## config.mk

```make
export PLATFORM = sky130hd
export DESIGN_NAME = n_queens_solution_counter
export DESIGN_NICKNAME = d
export VERILOG_FILES = /design/src/rtl/nqsc_pkg.sv /design/src/rtl/nqsc_ctrl.sv /design/src/rtl/nqsc_datapath.sv /design/src/rtl/n_queens_solution_counter.sv
export SDC_FILE = /design/constraint.sdc
export NUM_CORES = 1
export LEC_CHECK = 0
export BUFFER_PORTS_ARGS = -buffer_cell sky130_fd_sc_hd__buf_2
export CORE_MARGIN = 3
export CORE_UTILIZATION = 50
export CTS_CLUSTER_DIAMETER = 30
export DETAILED_ROUTE_END_ITERATION = 7
export HOLD_SLACK_MARGIN = 0.15
export PLACE_DENSITY_LB_ADDON = 0.12
export SYNTH_ARGS = -nofsm -noshare
export SYNTH_HDL_FRONTEND = slang
export SYNTH_SLANG_ARGS = --single-unit
```

## constraint.sdc

```tcl
create_clock -name clk_i -period 8.18 [get_ports clk_i]
set_input_delay 0.818 -clock clk_i [delete_from_list [all_inputs] [get_ports clk_i]]
set_output_delay 0.818 -clock clk_i [all_outputs]
set_load 0.02 [all_outputs]
```

## src/rtl/nqsc_pkg.sv

```systemverilog
// Shared types and constants for the N-queens solution counter.
package nqsc_pkg;

  localparam int ROW_W      = 4;   // bits per column in a placement word
  localparam int PLACE_W    = 52;
  localparam int PLACE_COLS = PLACE_W / ROW_W;
  localparam int TALLY_W    = 17;
  localparam int LIST_W     = 2;
  localparam int CFG_IDX_W  = 1;
  localparam int CFG_DATA_W = 4;

  localparam logic [TALLY_W-1:0]    TALLY_MAX   = '1;
  localparam logic [CFG_DATA_W-1:0] BOARD_RESET = 4'd8;
  localparam logic [LIST_W-1:0]     LIST_RESET  = 2'd3;

  localparam logic [CFG_IDX_W-1:0] CFG_BOARD_SIZE = 1'b0;
  localparam logic [CFG_IDX_W-1:0] CFG_LIST_LIMIT = 1'b1;

  localparam logic KIND_SOLUTION = 1'b0;
  localparam logic KIND_COUNT    = 1'b1;

  typedef struct packed {
    logic init;  // clear search state for a fresh run
    logic step;  // advance the search by one node
  } cmd_t;

  typedef struct packed {
    logic done;  // a step now would exhaust the search at the root
  } status_t;

endpackage

```

## src/rtl/nqsc_ctrl.sv

```systemverilog
// Run controller for the N-queens solution counter.
module nqsc_ctrl
  import nqsc_pkg::*;
(
  input  logic    clk_i,
  input  logic    rst_ni,
  input  logic    start_i,
  input  logic    start_req_i,
  input  status_t status_i,
  output cmd_t    cmd_o,
  output logic    busy_o
);

  localparam logic ST_IDLE   = 1'b0;
  localparam logic ST_SEARCH = 1'b1;

  logic state_q, state_d;

  always_comb begin
    state_d    = state_q;
    cmd_o.init = 1'b0;
    cmd_o.step = 1'b0;
    unique case (state_q)
      ST_IDLE: begin
        if (start_i && start_req_i) begin
          cmd_o.init = 1'b1;
          state_d    = ST_SEARCH;
        end
      end
      ST_SEARCH: begin
        cmd_o.step = 1'b1;
        if (status_i.done) begin
          state_d = ST_IDLE;
        end
      end
      default: state_d = ST_IDLE;
    endcase
  end

  always_ff @(posedge clk_i or negedge rst_ni) begin
    if (!rst_ni) begin
      state_q <= ST_IDLE;
    end else begin
      state_q <= state_d;
    end
  end

  assign busy_o = (state_q != ST_IDLE);

endmodule

```

## src/rtl/nqsc_datapath.sv

```systemverilog
// Search datapath: board masks, queen stack, tallies and result register.
module nqsc_datapath
  import nqsc_pkg::*;
#(
  parameter int MAX_BOARD = 13
) (
  input  logic                              clk_i,
  input  logic                              rst_ni,
  input  cmd_t                              cmd_i,
  input  logic [$clog2(MAX_BOARD+1)-1:0]    board_n_i,
  input  logic [LIST_W-1:0]                 list_limit_i,
  output status_t                           status_o,
  output logic                              result_valid_o,
  output logic                              kind_o,
  output logic [PLACE_W-1:0]                placement_o,
  output logic [TALLY_W-1:0]                total_solutions_o,
  output logic                              last_o
);

  localparam int DW     = $clog2(MAX_BOARD + 1);
  localparam int IW     = $clog2(MAX_BOARD);
  localparam int DIAG_W = 2 * MAX_BOARD - 1;
  localparam int DIW    = $clog2(DIAG_W);
  localparam int NPACK  = (MAX_BOARD < PLACE_COLS) ? MAX_BOARD : PLACE_COLS;

  logic [ROW_W-1:0]     queen_q [MAX_BOARD];
  logic [MAX_BOARD-1:0] rows_q, rows_d;
  logic [DIAG_W-1:0]    up_q, up_d, dn_q, dn_d;
  logic [DW-1:0]        depth_q, depth_d, try_q, try_d;
  logic                 sol_q, sol_d;
  logic [TALLY_W-1:0]   tally_q, tally_d;
  logic [LIST_W-1:0]    listed_q, listed_d;

  logic                 res_valid_q, res_valid_d;
  logic                 kind_q, kind_d, last_q, last_d;
  logic [PLACE_W-1:0]   place_q, place_d;
  logic [TALLY_W-1:0]   total_q, total_d;

  logic [MAX_BOARD-1:0] up_win, dn_win, row_ok, free_rows;
  logic [DIW-1:0]       dn_amt, place_up, place_dn, back_up, back_dn;
  logic [IW-1:0]        pick;
  logic                 found, at_leaf, queen_we;
  logic [DW-1:0]        back_d;
  logic [ROW_W-1:0]     back_row;
  logic [PLACE_W-1:0]   packed_board;

  // Diagonal windows aligned to the current column.
  assign dn_amt = DIW'(MAX_BOARD - 1) - DIW'(depth_q);
  assign up_win = MAX_BOARD'(up_q >> depth_q);
  assign dn_win = MAX_BOARD'(dn_q >> dn_amt);

  always_comb begin
    for (int j = 0; j < MAX_BOARD; j++) begin
      row_ok[j] = (DW'(j) >= try_q) && (DW'(j) < board_n_i);
    end
    free_rows = ~(rows_q | up_win | dn_win) & row_ok;
    found = 1'b0;
    pick  = '0;
    for (int j = MAX_BOARD - 1; j >= 0; j--) begin
      if (free_rows[j]) begin
        found = 1'b1;
        pick  = IW'(j);
      end
    end
  end

  assign at_leaf  = (depth_q == board_n_i);
  assign back_d   = depth_q - DW'(1);
  assign back_row = queen_q[back_d[IW-1:0]];
  assign place_up = DIW'(pick) + DIW'(depth_q);
  assign place_dn = DIW'(pick) + dn_amt;
  assign back_up  = DIW'(back_row) + DIW'(back_d);
  assign back_dn  = DIW'(back_row) + DIW'(MAX_BOARD - 1) - DIW'(back_d);

  // Columns past the board size may hold stale rows; mask them out.
  always_comb begin
    packed_board = '0;
    for (int c = 0; c < NPACK; c++) begin
      if (DW'(c) < board_n_i) begin
        packed_board[c*ROW_W +: ROW_W] = queen_q[c];
      end
    end
  end

  assign status_o.done = !(at_leaf && !sol_q) && !(!at_leaf && found) && (depth_q == '0);

  always_comb begin
    rows_d      = rows_q;
    up_d        = up_q;
    dn_d        = dn_q;
    depth_d     = depth_q;
    try_d       = try_q;
    sol_d       = sol_q;
    tally_d     = tally_q;
    listed_d    = listed_q;
    queen_we    = 1'b0;
    res_valid_d = 1'b0;
    kind_d      = KIND_SOLUTION;
    last_d      = 1'b0;
    place_d     = '0;
    total_d     = '0;
    if (cmd_i.init) begin
      rows_d   = '0;
      up_d     = '0;
      dn_d     = '0;
      depth_d  = '0;
      try_d    = '0;
      sol_d    = 1'b0;
      tally_d  = '0;
      listed_d = '0;
    end else if (cmd_i.step) begin
      if (at_leaf && !sol_q) begin
        // Full board: count it, list it if room; backtrack on the next step.
        sol_d = 1'b1;
        if (tally_q != TALLY_MAX) begin
          tally_d = tally_q + TALLY_W'(1);
        end
        if (listed_q < list_limit_i) begin
          listed_d    = listed_q + LIST_W'(1);
          res_valid_d = 1'b1;
          place_d     = packed_board;
        end
      end else if (!at_leaf && found) begin
        queen_we       = 1'b1;
        rows_d[pick]   = 1'b1;
        up_d[place_up] = 1'b1;
        dn_d[place_dn] = 1'b1;
        depth_d        = depth_q + DW'(1);
        try_d          = '0;
      end else begin
        sol_d = 1'b0;
        if (depth_q == '0) begin
          res_valid_d = 1'b1;
          kind_d      = KIND_COUNT;
          last_d      = 1'b1;
          total_d     = tally_q;
        end else begin
          depth_d                   = back_d;
          rows_d[back_row[IW-1:0]]  = 1'b0;
          up_d[back_up]             = 1'b0;
          dn_d[back_dn]             = 1'b0;
          try_d                     = DW'(back_row) + DW'(1);
        end
      end
    end
  end

  always_ff @(posedge clk_i or negedge rst_ni) begin
    if (!rst_ni) begin
      rows_q      <= '0;
      up_q        <= '0;
      dn_q        <= '0;
      depth_q     <= '0;
      try_q       <= '0;
      sol_q       <= 1'b0;
      tally_q     <= '0;
      listed_q    <= '0;
      res_valid_q <= 1'b0;
    end else begin
      rows_q      <= rows_d;
      up_q        <= up_d;
      dn_q        <= dn_d;
      depth_q     <= depth_d;
      try_q       <= try_d;
      sol_q       <= sol_d;
      tally_q     <= tally_d;
      listed_q    <= listed_d;
      res_valid_q <= res_valid_d;
    end
  end

  always_ff @(posedge clk_i) begin
    if (queen_we) begin
      queen_q[depth_q[IW-1:0]] <= ROW_W'(pick);
    end
    kind_q  <= kind_d;
    last_q  <= last_d;
    place_q <= place_d;
    total_q <= total_d;
  end

  assign result_valid_o    = res_valid_q;
  assign kind_o            = kind_q;
  assign placement_o       = place_q;
  assign total_solutions_o = total_q;
  assign last_o            = last_q;

endmodule

```

## src/rtl/n_queens_solution_counter.sv

```systemverilog
// Top level of the N-queens solution counter: config registers, controller, datapath.
//
// A request with start_req_i set, taken when start_i is high and busy_o is low, runs a
// full depth-first N-queens search on a board of board_size rows (clamped to MAX_BOARD).
// busy_o stays high for the whole run; a request with start_req_i low is taken and does
// nothing. Results come out one cycle at a time on result_valid_o and cannot be held
// off: up to list_limit solutions (kind_o 0, placement_o packs the 0-based row of each
// column at 4 bits, column one lowest), then one count item (kind_o 1,
// total_solutions_o, last_o set) in the cycle busy_o falls. The datapath takes one step
// per cycle (place a queen, count a full board or back up one column).
// Configure only while idle.
module n_queens_solution_counter
  import nqsc_pkg::*;
#(
  parameter int MAX_BOARD = 13
) (
  input  logic                  clk_i,
  input  logic                  rst_ni,
  input  logic                  start_i,
  output logic                  busy_o,
  input  logic                  start_req_i,
  input  logic                  cfg_we_i,
  input  logic [CFG_IDX_W-1:0]  cfg_index_i,
  input  logic [CFG_DATA_W-1:0] cfg_data_i,
  output logic                  result_valid_o,
  output logic                  kind_o,
  output logic [PLACE_W-1:0]    placement_o,
  output logic [TALLY_W-1:0]    total_solutions_o,
  output logic                  last_o
);

  localparam int DW = $clog2(MAX_BOARD + 1);

  logic [CFG_DATA_W-1:0] board_size_q;
  logic [LIST_W-1:0]     list_limit_q;
  logic [4:0]            board_ext;
  logic [DW-1:0]         board_n;
  cmd_t                  cmd;
  status_t               status;

  always_ff @(posedge clk_i or negedge rst_ni) begin
    if (!rst_ni) begin
      board_size_q <= BOARD_RESET;
      list_limit_q <= LIST_RESET;
    end else if (cfg_we_i) begin
      unique case (cfg_index_i)
        CFG_BOARD_SIZE: board_size_q <= cfg_data_i;
        CFG_LIST_LIMIT: list_limit_q <= cfg_data_i[LIST_W-1:0];
        default: ;
      endcase
    end
  end

  assign board_ext = {1'b0, board_size_q};
  assign board_n   = (board_ext > 5'(MAX_BOARD)) ? DW'(MAX_BOARD) : DW'(board_ext);

  nqsc_ctrl u_ctrl (
    .clk_i       (clk_i),
    .rst_ni      (rst_ni),
    .start_i     (start_i),
    .start_req_i (start_req_i),
    .status_i    (status),
    .cmd_o       (cmd),
    .busy_o      (busy_o)
  );

  nqsc_datapath #(
    .MAX_BOARD (MAX_BOARD)
  ) u_datapath (
    .clk_i             (clk_i),
    .rst_ni            (rst_ni),
    .cmd_i             (cmd),
    .board_n_i         (board_n),
    .list_limit_i      (list_limit_q),
    .status_o          (status),
    .result_valid_o    (result_valid_o),
    .kind_o            (kind_o),
    .placement_o       (placement_o),
    .total_solutions_o (total_solutions_o),
    .last_o            (last_o)
  );

  // The count item closes the run: it is the only last item and busy has dropped.
  a_last_is_count: assert property (@(posedge clk_i) disable iff (!rst_ni)
    result_valid_o && last_o |-> kind_o == KIND_COUNT)
    else $error("last set on a listed solution");

  a_count_ends_run: assert property (@(posedge clk_i) disable iff (!rst_ni)
    result_valid_o && kind_o == KIND_COUNT |-> !busy_o && $past(busy_o))
    else $error("count item outside the end of a run");

  a_solution_in_run: assert property (@(posedge clk_i) disable iff (!rst_ni)
    result_valid_o && kind_o == KIND_SOLUTION |-> busy_o)
    else $error("listed solution while idle");

endmodule
```

=== Word-level counts from Yosys, hierarchy flattened ===
Memory sizes are Yosys's and may differ from the RTL's. A register that Yosys moved wholly into a read port is not among the register bits.
Cells that the tools add are included.

* Add/subtract/negate cells: 11
* Order comparisons: 40
* Eq/ne operators: 5
* Shift-type cells: 2
* Mux-type cells: 93
* Bitwise operators: 32
* Reductions and logical operators: 54

{| class="wikitable"
|+ Operators by type and width
! operator !! count
|-
| 25-bit 2-to-1 mux || 10
|-
| 4-bit 2-to-1 mux || 24
|-
| 5-bit OR reduction || 14
|-
| 17-bit 2-to-1 mux || 4
|-
| 13-bit 2-to-1 mux || 5
|-
| 25-bit AND || 2
|-
| 25-bit NOT || 2
|-
| 25-bit OR || 2
|-
| 1-bit 2-to-1 mux || 39
|-
| 13-bit OR || 3
|-
| 13-bit AND || 2
|-
| 13-bit NOT || 2
|-
| 25-bit by 4-bit >> shifter with 13-bit output || 1
|-
| 25-bit by 5-bit >> shifter with 13-bit output || 1
|-
| 1-bit logical AND || 24
|-
| 5-bit by 6-bit < comparator with 1-bit output (second input constant) || 4
|-
| 1-bit demux with 5-bit select || 4
|-
| 4-bit greater-or-equal comparator (first input constant) || 5
|-
| 5-bit by 1-bit greater-or-equal comparator with 1-bit output (second input constant) || 4
|-
| 4-bit < comparator (first input constant) || 5
|-
| 1-bit NOT || 19
|-
| 17-bit by 1-bit adder with 17-bit output (second input constant) || 1
|-
| 17-bit inequality test (second input constant) || 1
|-
| 3-bit by 4-bit greater-or-equal comparator with 1-bit output (first input constant) || 4
|-
| other kinds (29) || 55
|}

* Register bits after elaboration: 117
* Memory bits (writable): 52
* Bits of input ports: 10
* Output and inout bits: 73
* Memories kept: 1

{| class="wikitable"
|+ Memories
! name !! words !! width !! rd ports !! clocked after Yosys merged registers in !! write ports !! RTL line !! source
|-
| u_datapath.queen_q || 13 || 4 || 14 || 13 || 1 || nqsc_datapath.sv:26 || <nowiki>logic [ROW_W-1:0] queen_q [MAX_BOARD];</nowiki>
|}

=== Logic depth before layout (Yosys ltp) ===
* Depth after elaboration: 28
* Gate-level depth with buffers: 25
* Gate-level depth less buffers: 19

=== Modules after synthesis ===
From an unflattened synthesis, not the netlist that was laid out.

* Cells, all modules: 1178
* Area, all modules: 12588.3 um^2

{| class="wikitable"
|+ Modules (own cells, without submodules)
! module !! instances !! cells an instance !! area an instance (um^2) !! sequential area each (um^2)
|-
| nqsc_datapath || 1 || 1155 || 12265.5 || 5265.0
|-
| n_queens_solution_counter || 1 || 18 || 272.8 || 153.9
|-
| nqsc_ctrl || 1 || 5 || 50.0 || 25.0
|}

=== Worst setup path after synthesis ===
No wires, ideal clock.

* Path type: register -> register
* Start point: reg u_datapath.depth_q[0]
* End point: reg u_datapath.up_q[15]
* Arrival time: 6.092 ns
* Path slack: 1.992 ns
* Stages on the path, launching flop included: 24
* Path buffers: 6
* Period minus slack after synthesis: 6.188 ns
* Cell sequence: dfrtp_1 -> buf_6 -> inv_1 -> buf_2 -> buf_2 -> ha_1 -> buf_2 -> buf_4 -> buf_4 -> mux2i_1 -> and3_1 -> a31oi_1 -> a211oi_1 -> nor2b_1 -> o31ai_1 -> o2bb2ai_1 -> a31oi_1 -> ha_1 -> inv_1 -> fa_1 -> xor2_1 -> or3_1 -> or2_2 -> o31ai_1

{| class="wikitable"
|+ RTL lines
! element !! RTL line !! source
|-
| start: declaration || nqsc_datapath.sv:29 || <nowiki>logic [DW-1:0] depth_q, depth_d, try_q, try_d;</nowiki>
|-
| start signal: assignment || nqsc_datapath.sv:163 || <nowiki>depth_q <= depth_d;</nowiki>
|-
| 4-bit by 4-bit subtractor with 5-bit output or 25-bit by 4-bit >> shifter with 13-bit output (tied branches) || nqsc_datapath.sv:48, nqsc_datapath.sv:49 ||
|-
| 25-bit by 5-bit >> shifter with 13-bit output or 13-bit OR (tied branches) || nqsc_datapath.sv:50, nqsc_datapath.sv:56 ||
|-
| 13-bit OR * || nqsc_datapath.sv:56 || <nowiki>free_rows = ~(rows_q | up_win | dn_win) & row_ok;</nowiki>
|-
| 13-bit NOT * || nqsc_datapath.sv:56 ||
|-
| 13-bit AND * || nqsc_datapath.sv:56 ||
|-
| 4-bit 2-to-1 mux (11 in a row) || nqsc_datapath.sv:60 || <nowiki>if (free_rows[j]) begin</nowiki>
|-
| 4-bit 2-to-1 mux * || nqsc_datapath.sv:60 ||
|-
| via u_datapath.pick[0] || nqsc_datapath.sv:41 || <nowiki>logic [IW-1:0] pick;</nowiki>
|-
| [... 2 more ...] || n/a ||
|-
| 1-bit logical AND (implied by the code) || nqsc_datapath.sv:126 || <nowiki>up_d[place_up] = 1'b1;</nowiki>
|-
| 1-bit 2-to-1 mux (implied by the code) || nqsc_datapath.sv:126 ||
|-
| 1-bit demux with 5-bit select * || n/a ||
|-
| 25-bit OR (no line) * || n/a ||
|-
| 25-bit 2-to-1 mux * || nqsc_datapath.sv:123 || <nowiki>end else if (!at_leaf && found) begin</nowiki>
|-
| 25-bit 2-to-1 mux * || nqsc_datapath.sv:112 || <nowiki>if (at_leaf && !sol_q) begin</nowiki>
|-
| 25-bit 2-to-1 mux * || nqsc_datapath.sv:111 || <nowiki>end else if (cmd_i.step) begin</nowiki>
|-
| 25-bit 2-to-1 mux * || nqsc_datapath.sv:102 || <nowiki>if (cmd_i.init) begin</nowiki>
|-
| end signal: assignment || nqsc_datapath.sv:161 || <nowiki>up_q <= up_d;</nowiki>
|-
| end: declaration || nqsc_datapath.sv:28 || <nowiki>logic [DIAG_W-1:0] up_q, up_d, dn_q, dn_d;</nowiki>
|}

The timed path passes the listed nets; every way through them passes the cells marked *. The select of a mux whose other input is x is not followed.
A chain may end at the register's enable or synchronous reset.

=== Worst setup path in the final report ===
* Start point: reg u_datapath.depth_q[1]
* End point: reg u_datapath.dn_q[21]

{| class="wikitable"
|+ RTL lines
! element !! RTL line !! source
|-
| 4-bit by 4-bit subtractor with 5-bit output or 25-bit by 4-bit >> shifter with 13-bit output (tied branches) || nqsc_datapath.sv:48, nqsc_datapath.sv:49 ||
|-
| 25-bit by 5-bit >> shifter with 13-bit output or 13-bit OR (tied branches) || nqsc_datapath.sv:50, nqsc_datapath.sv:56 ||
|-
| 13-bit OR * || nqsc_datapath.sv:56 ||
|-
| 13-bit NOT * || nqsc_datapath.sv:56 ||
|-
| 13-bit AND * || nqsc_datapath.sv:56 ||
|-
| 4-bit 2-to-1 mux (11 in a row) || nqsc_datapath.sv:60 ||
|-
| 4-bit 2-to-1 mux * || nqsc_datapath.sv:60 ||
|-
| via u_datapath.pick[1] || nqsc_datapath.sv:41 ||
|-
| [... 2 more ...] || n/a ||
|-
| 1-bit logical AND (implied by the code) || nqsc_datapath.sv:127 || <nowiki>dn_d[place_dn] = 1'b1;</nowiki>
|-
| 1-bit 2-to-1 mux (implied by the code) || nqsc_datapath.sv:127 ||
|-
| 1-bit demux with 5-bit select * || n/a ||
|-
| 25-bit OR (no line) * || n/a ||
|-
| 25-bit 2-to-1 mux * || nqsc_datapath.sv:123 ||
|-
| 25-bit 2-to-1 mux * || nqsc_datapath.sv:112 ||
|-
| 25-bit 2-to-1 mux * || nqsc_datapath.sv:111 ||
|-
| 25-bit 2-to-1 mux * || nqsc_datapath.sv:102 ||
|-
| end signal: assignment || nqsc_datapath.sv:162 || <nowiki>dn_q <= dn_d;</nowiki>
|-
| end: declaration || nqsc_datapath.sv:28 ||
|}

Marked as above.

==> flow_summary.html <==
<table>
<tr><th>Metric</th><th>Value</th></tr>
<tr><th colspan="2">Status</th></tr>
<tr><td>Outcome</td><td>completed</td></tr>
<tr><th colspan="2">Floorplan</th></tr>
<tr><td>Row count</td><td>57</td></tr>
<tr><td>Die Y-Extent</td><td>164 um</td></tr>
<tr><td>Horizontal extent of the die</td><td>164 um</td></tr>
<tr><td>Area of the placeable core</td><td>24,400 um^2</td></tr>
<tr><td>Number of top-level pins</td><td>83</td></tr>
<tr><td>Area of the die</td><td>26,800 um^2</td></tr>
<tr><td>Initial core utilization</td><td>51.0%</td></tr>
<tr><th colspan="2">Place</th></tr>
<tr><td>Total placed instance area</td><td>13,100 um^2</td></tr>
<tr><td>Total instance count after detailed placement</td><td>1,531</td></tr>
<tr><td>Placer congestion estimate</td><td>0.987</td></tr>
<tr><td>Detail Placement HPWL</td><td>27.5 mm</td></tr>
<tr><td>Port Buffers</td><td>82</td></tr>
<tr><th colspan="2">Final layout</th></tr>
<tr><td>Most common library cell in the layout ignoring fill and taps</td><td>sky130_fd_sc_hd__nand2_1</td></tr>
<tr><td>Finished Cell Area</td><td>14,500 um^2</td></tr>
<tr><td>Filler cell count in the final layout</td><td>2,104</td></tr>
<tr><td>Area of the multi-input gates</td><td>6550 um^2</td></tr>
<tr><td>Register area</td><td>5450 um^2</td></tr>
<tr><td>Ratio of cells with drive above 1 in the final layout</td><td>20.5%</td></tr>
<tr><td>Count of placed standard cells in the final layout, fillers left out</td><td>1,610</td></tr>
<tr><td>Area growth from synthesis to layout</td><td>16.9%</td></tr>
<tr><td>Highest-count cells in the layout ignoring fill and taps</td><td>102 x sky130_fd_sc_hd__nand2_1, 95 x sky130_fd_sc_hd__dfrtp_1, 81 x sky130_fd_sc_hd__buf_2</td></tr>
<tr><td>Antenna Diode Count</td><td>0</td></tr>
<tr><td>Nets@finish</td><td>1,295</td></tr>
<tr><th colspan="2">Global route</th></tr>
<tr><td>Pin count of the biggest net entering global routing</td><td>71</td></tr>
<tr><td>Vias in the first global route</td><td>10,000</td></tr>
<tr><td>First-pass GRT wire length</td><td>59.5 mm</td></tr>
<tr><td>Number of antenna violations at the first check in global routing</td><td>0</td></tr>
<tr><td>Global route overflow</td><td>0</td></tr>
<tr><td>Overall track demand over capacity in global routing</td><td>28.9%</td></tr>
<tr><th colspan="2">Synth</th></tr>
<tr><td>Post-synthesis compound-gate area fraction</td><td>14.4%</td></tr>
<tr><td>Post-Synth XOR/XNOR Area</td><td>2.66%</td></tr>
<tr><td>Avg Synthesized Cell Area</td><td>10.6 um^2</td></tr>
<tr><td>Main flop type after synthesis</td><td>sky130_fd_sc_hd__dfrtp_1</td></tr>
<tr><td>Async set-reset flop share out of synthesis</td><td>44.8%</td></tr>
<tr><td>Cell area after synthesis</td><td>12,400 um^2</td></tr>
<tr><td>Sequential element share of the synthesized area</td><td>43.7%</td></tr>
<tr><td>Share of cell area taken by muxes after synthesis</td><td>14.2%</td></tr>
<tr><td>Ys Warns</td><td>0</td></tr>
<tr><td>Adder and majority cell fraction of the synthesized area</td><td>3.56%</td></tr>
<tr><td>Synthesized instance count</td><td>1,177</td></tr>
<tr><td>Unique cell type count in the Yosys netlist</td><td>81</td></tr>
<tr><td>Combinational family with the most area after synthesis</td><td>simple AND/OR/NAND/NOR gates</td></tr>
<tr><td>Count of state elements after synthesis</td><td>221</td></tr>
<tr><td>Area share of and/or/nand/nor cells after synthesis</td><td>17.7%</td></tr>
<tr><td>Synth Net Count</td><td>1,220</td></tr>
<tr><td>Post-synth EDFFs</td><td>52</td></tr>
<tr><th colspan="2">Setup path</th></tr>
<tr><td>Largest stage delay on the critical path</td><td>1020 ps</td></tr>
<tr><td>Kind of launch point of the worst setup path</td><td>flop</td></tr>
<tr><td>Worst-path maximum fanout</td><td>36</td></tr>
<tr><td>CP required</td><td>8600 ps</td></tr>
<tr><td>Data arrival time of the worst path</td><td>7090 ps</td></tr>
<tr><td>Critical setup path kind</td><td>flop to flop</td></tr>
<tr><td>Crit path capture type</td><td>flop</td></tr>
<tr><td>Kind of cell adding the most delay to the critical path</td><td>compound AO/OA/AOI/OAI gates</td></tr>
<tr><td>Sequence of cells on the critical path</td><td>buf_4 &gt; inv_2 &gt; ha_2 &gt; buf_4 &gt; mux2i_1 &gt; and3_1 &gt; a31oi_1 &gt; a211oi_1 &gt; nor2_1 &gt; a21oi_1 &gt; nor2_1 &gt; o21ai_1 &gt; inv_1 &gt; fa_1 &gt; a21o_1 &gt; a21oi_1 &gt; xor2_1 &gt; or3_1 &gt; o31ai_1</td></tr>
<tr><td>Critical Path Slowest Stage Cell</td><td>sky130_fd_sc_hd__ha_2</td></tr>
<tr><td>Buffering stage count on the worst path with inverters included</td><td>4</td></tr>
<tr><th colspan="2">STA</th></tr>
<tr><td>Worst relative slew slack</td><td>27.5%</td></tr>
<tr><td>Unrepaired setup endpoints after global routing</td><td>false</td></tr>
<tr><td>Setup-violating endpoint count in the final report</td><td>0</td></tr>
<tr><td>Final worst-path cycle share</td><td>81.5%</td></tr>
<tr><td>Final worst clock skew</td><td>16.5 ps</td></tr>
<tr><td>Fin. Hold Viols</td><td>0</td></tr>
<tr><td>Maximum frequency from static timing analysis</td><td>0.150 GHz</td></tr>
<tr><td>Total negative slack for setup checks</td><td>0 ps</td></tr>
<tr><td>Max-slew violation total from the final report</td><td>0</td></tr>
<tr><td>Worst hold margin</td><td>248 ps</td></tr>
<tr><td>Slew at the pin closest to its max-slew limit</td><td>1080 ps</td></tr>
<tr><td>Fin crit period</td><td>6670 ps</td></tr>
<tr><th colspan="2">Clocking</th></tr>
<tr><td>Buffers inserted by post-CTS timing repair</td><td>0</td></tr>
<tr><td>Hold buffer count at CTS</td><td>0</td></tr>
<tr><td>TritonCTS clock tree</td><td>built</td></tr>
<tr><td>Clock Path Buffers</td><td>3</td></tr>
<tr><td>Clk sink count</td><td>221</td></tr>
<tr><td>Total of cells resized after clock tree synthesis</td><td>0</td></tr>
<tr><td>Root Buffer</td><td>sky130_fd_sc_hd__clkbuf_16</td></tr>
<tr><td>Clock transition at the registers of the reported paths</td><td>40 ps</td></tr>
<tr><td>Worst skew pair latency</td><td>530 ps</td></tr>
<tr><td>Total CTS buffers</td><td>43</td></tr>
<tr><td>H-tree levels</td><td>2</td></tr>
<tr><th colspan="2">Route</th></tr>
<tr><td>Ratio of routed vias to standard cells</td><td>6.39</td></tr>
<tr><td>Wire per inst</td><td>23.9 um</td></tr>
<tr><td>Sum of routed wire length over all layers</td><td>38.5 mm</td></tr>
<tr><td>Residual DRC</td><td>0</td></tr>
<tr><td>Post-detailed-route count of antenna-violating nets</td><td>0</td></tr>
<tr><td>Number of DRC markers after the initial detailed-route iteration</td><td>1,102</td></tr>
<tr><td>Length of the first detailed-routing pass in iterations</td><td>5</td></tr>
<tr><td>Detailed-route via count</td><td>10,300</td></tr>
<tr><th colspan="2">Run</th></tr>
<tr><td>Max-cap violation count</td><td>0</td></tr>
<tr><th colspan="2">Hold path</th></tr>
<tr><td>Class of the tightest hold or removal check</td><td>primary input to async pin</td></tr>
</table>
## metrics by stage
stage | worst slack [ps] | utilization, %
after floorplan | 1990 | -
after global placement | 1780 | 53.6
after detailed placement | 1630 | 53.6
after CTS | 1590 | 59.6
after global routing | 1040 | 59.6
final | 1510 | 59.6
## final timing paths
check,startpoint,to,slack (ps),cells past startpoint
setup / recovery,u_datapath.depth_q[1],u_datapath.dn_q[21],1510,19
hold / removal,rst_ni,u_datapath.dn_q[15],250,1
setup reg to reg,u_datapath.depth_q[1],u_datapath.dn_q[21],1510,19
hold reg to reg,u_datapath.queen_q[5][3],u_datapath.placement_o[23],480,1
max in group asynchronous,rst_ni,u_datapath.depth_q[0],6480,2
min in group clk_i,u_datapath.queen_q[5][3],u_datapath.placement_o[23],480,1
## cell type report
| cell class | count | share of cell area (%) |
|---|---|---|
| Multi-Input combinational cell | 856 | 45.0 |
| Sequential cell | 221 | 37.5 |
| Clock buffer | 58 | 8.28 |
| Timing Repair Buffer | 101 | 3.82 |
| Tap cell | 324 | 2.79 |
| Clock inverter | 21 | 1.87 |
| Inverter | 29 | 0.749 |
## per-layer routing
layer  part of all wire [%]  vias up  GRT usage [%]
met1                     42     5082           40.2
met3                    7.3      107           4.74
li1                       -     4602              -
met5                      0        -              0
met2                     45      496           44.3
met4                    5.0        0           14.0
## cell families after synthesis
| kind of cell | after synthesis |
|---|---|
| and+or+nand+nor | 420 |
| AOI/OAI and AO/OA | 254 |
| buffers and inverters | 100 |
| xor gates and xnor gates | 37 |
| adders and majority gates | 33 |
| DFF | 221 |
| muxes | 112 |
## cells in the mapped netlist, types with 15 or more instances
| cell type | count | share of area [%] |
|---|---|---|
| sky130_fd_sc_hd__inv_1 | 26 | 0.78 |
| sky130_fd_sc_hd__and2_1 | 56 | 2.8 |
| sky130_fd_sc_hd__xor2_1 | 21 | 1.5 |
| sky130_fd_sc_hd__clkbuf_1 | 37 | 1.1 |
| sky130_fd_sc_hd__mux4_2 | 51 | 9.2 |
| sky130_fd_sc_hd__o311ai_0 | 26 | 1.8 |
| sky130_fd_sc_hd__xnor2_1 | 15 | 1.1 |
| sky130_fd_sc_hd__nand4_1 | 16 | 0.80 |
| sky130_fd_sc_hd__ha_1 | 29 | 2.9 |
| sky130_fd_sc_hd__dfxtp_1 | 70 | 11 |
| sky130_fd_sc_hd__nor3_1 | 26 | 1.0 |
| sky130_fd_sc_hd__mux2i_1 | 52 | 4.2 |
| sky130_fd_sc_hd__o211ai_1 | 30 | 1.8 |
| sky130_fd_sc_hd__dfrtp_1 | 96 | 19 |
| sky130_fd_sc_hd__a21oi_1 | 33 | 1.3 |
| sky130_fd_sc_hd__o31ai_1 | 23 | 1.4 |
| sky130_fd_sc_hd__edfxtp_1 | 52 | 13 |
| sky130_fd_sc_hd__nand2_1 | 102 | 3.1 |
| sky130_fd_sc_hd__and3_1 | 30 | 1.5 |
| sky130_fd_sc_hd__o21ai_0 | 52 | 2.1 |
| sky130_fd_sc_hd__nor2_1 | 75 | 2.3 |
| sky130_fd_sc_hd__nand3_1 | 42 | 1.7 |
| sky130_fd_sc_hd__buf_2 | 16 | 0.64 |
## registers in the layout (all words and copies together), names as in the netlist
signal	flops
u_datapath.rows_q	13
board_size_q	4
list_limit_q	2
u_datapath.listed_q	2
u_datapath.sol_q	1
u_datapath.up_q	25
u_datapath.dn_q	25
u_datapath.tally_q	17
u_datapath.total_solutions_o	17
u_datapath.result_valid_o	1
u_datapath.depth_q	4
u_datapath.kind_o	1
u_ctrl.busy_o	1
u_datapath.queen_q	52
u_datapath.try_q	4
u_datapath.placement_o	52
Power is not shown: default switching activity piles up to over one toggle a cycle in this logic, so the estimate is an artifact.
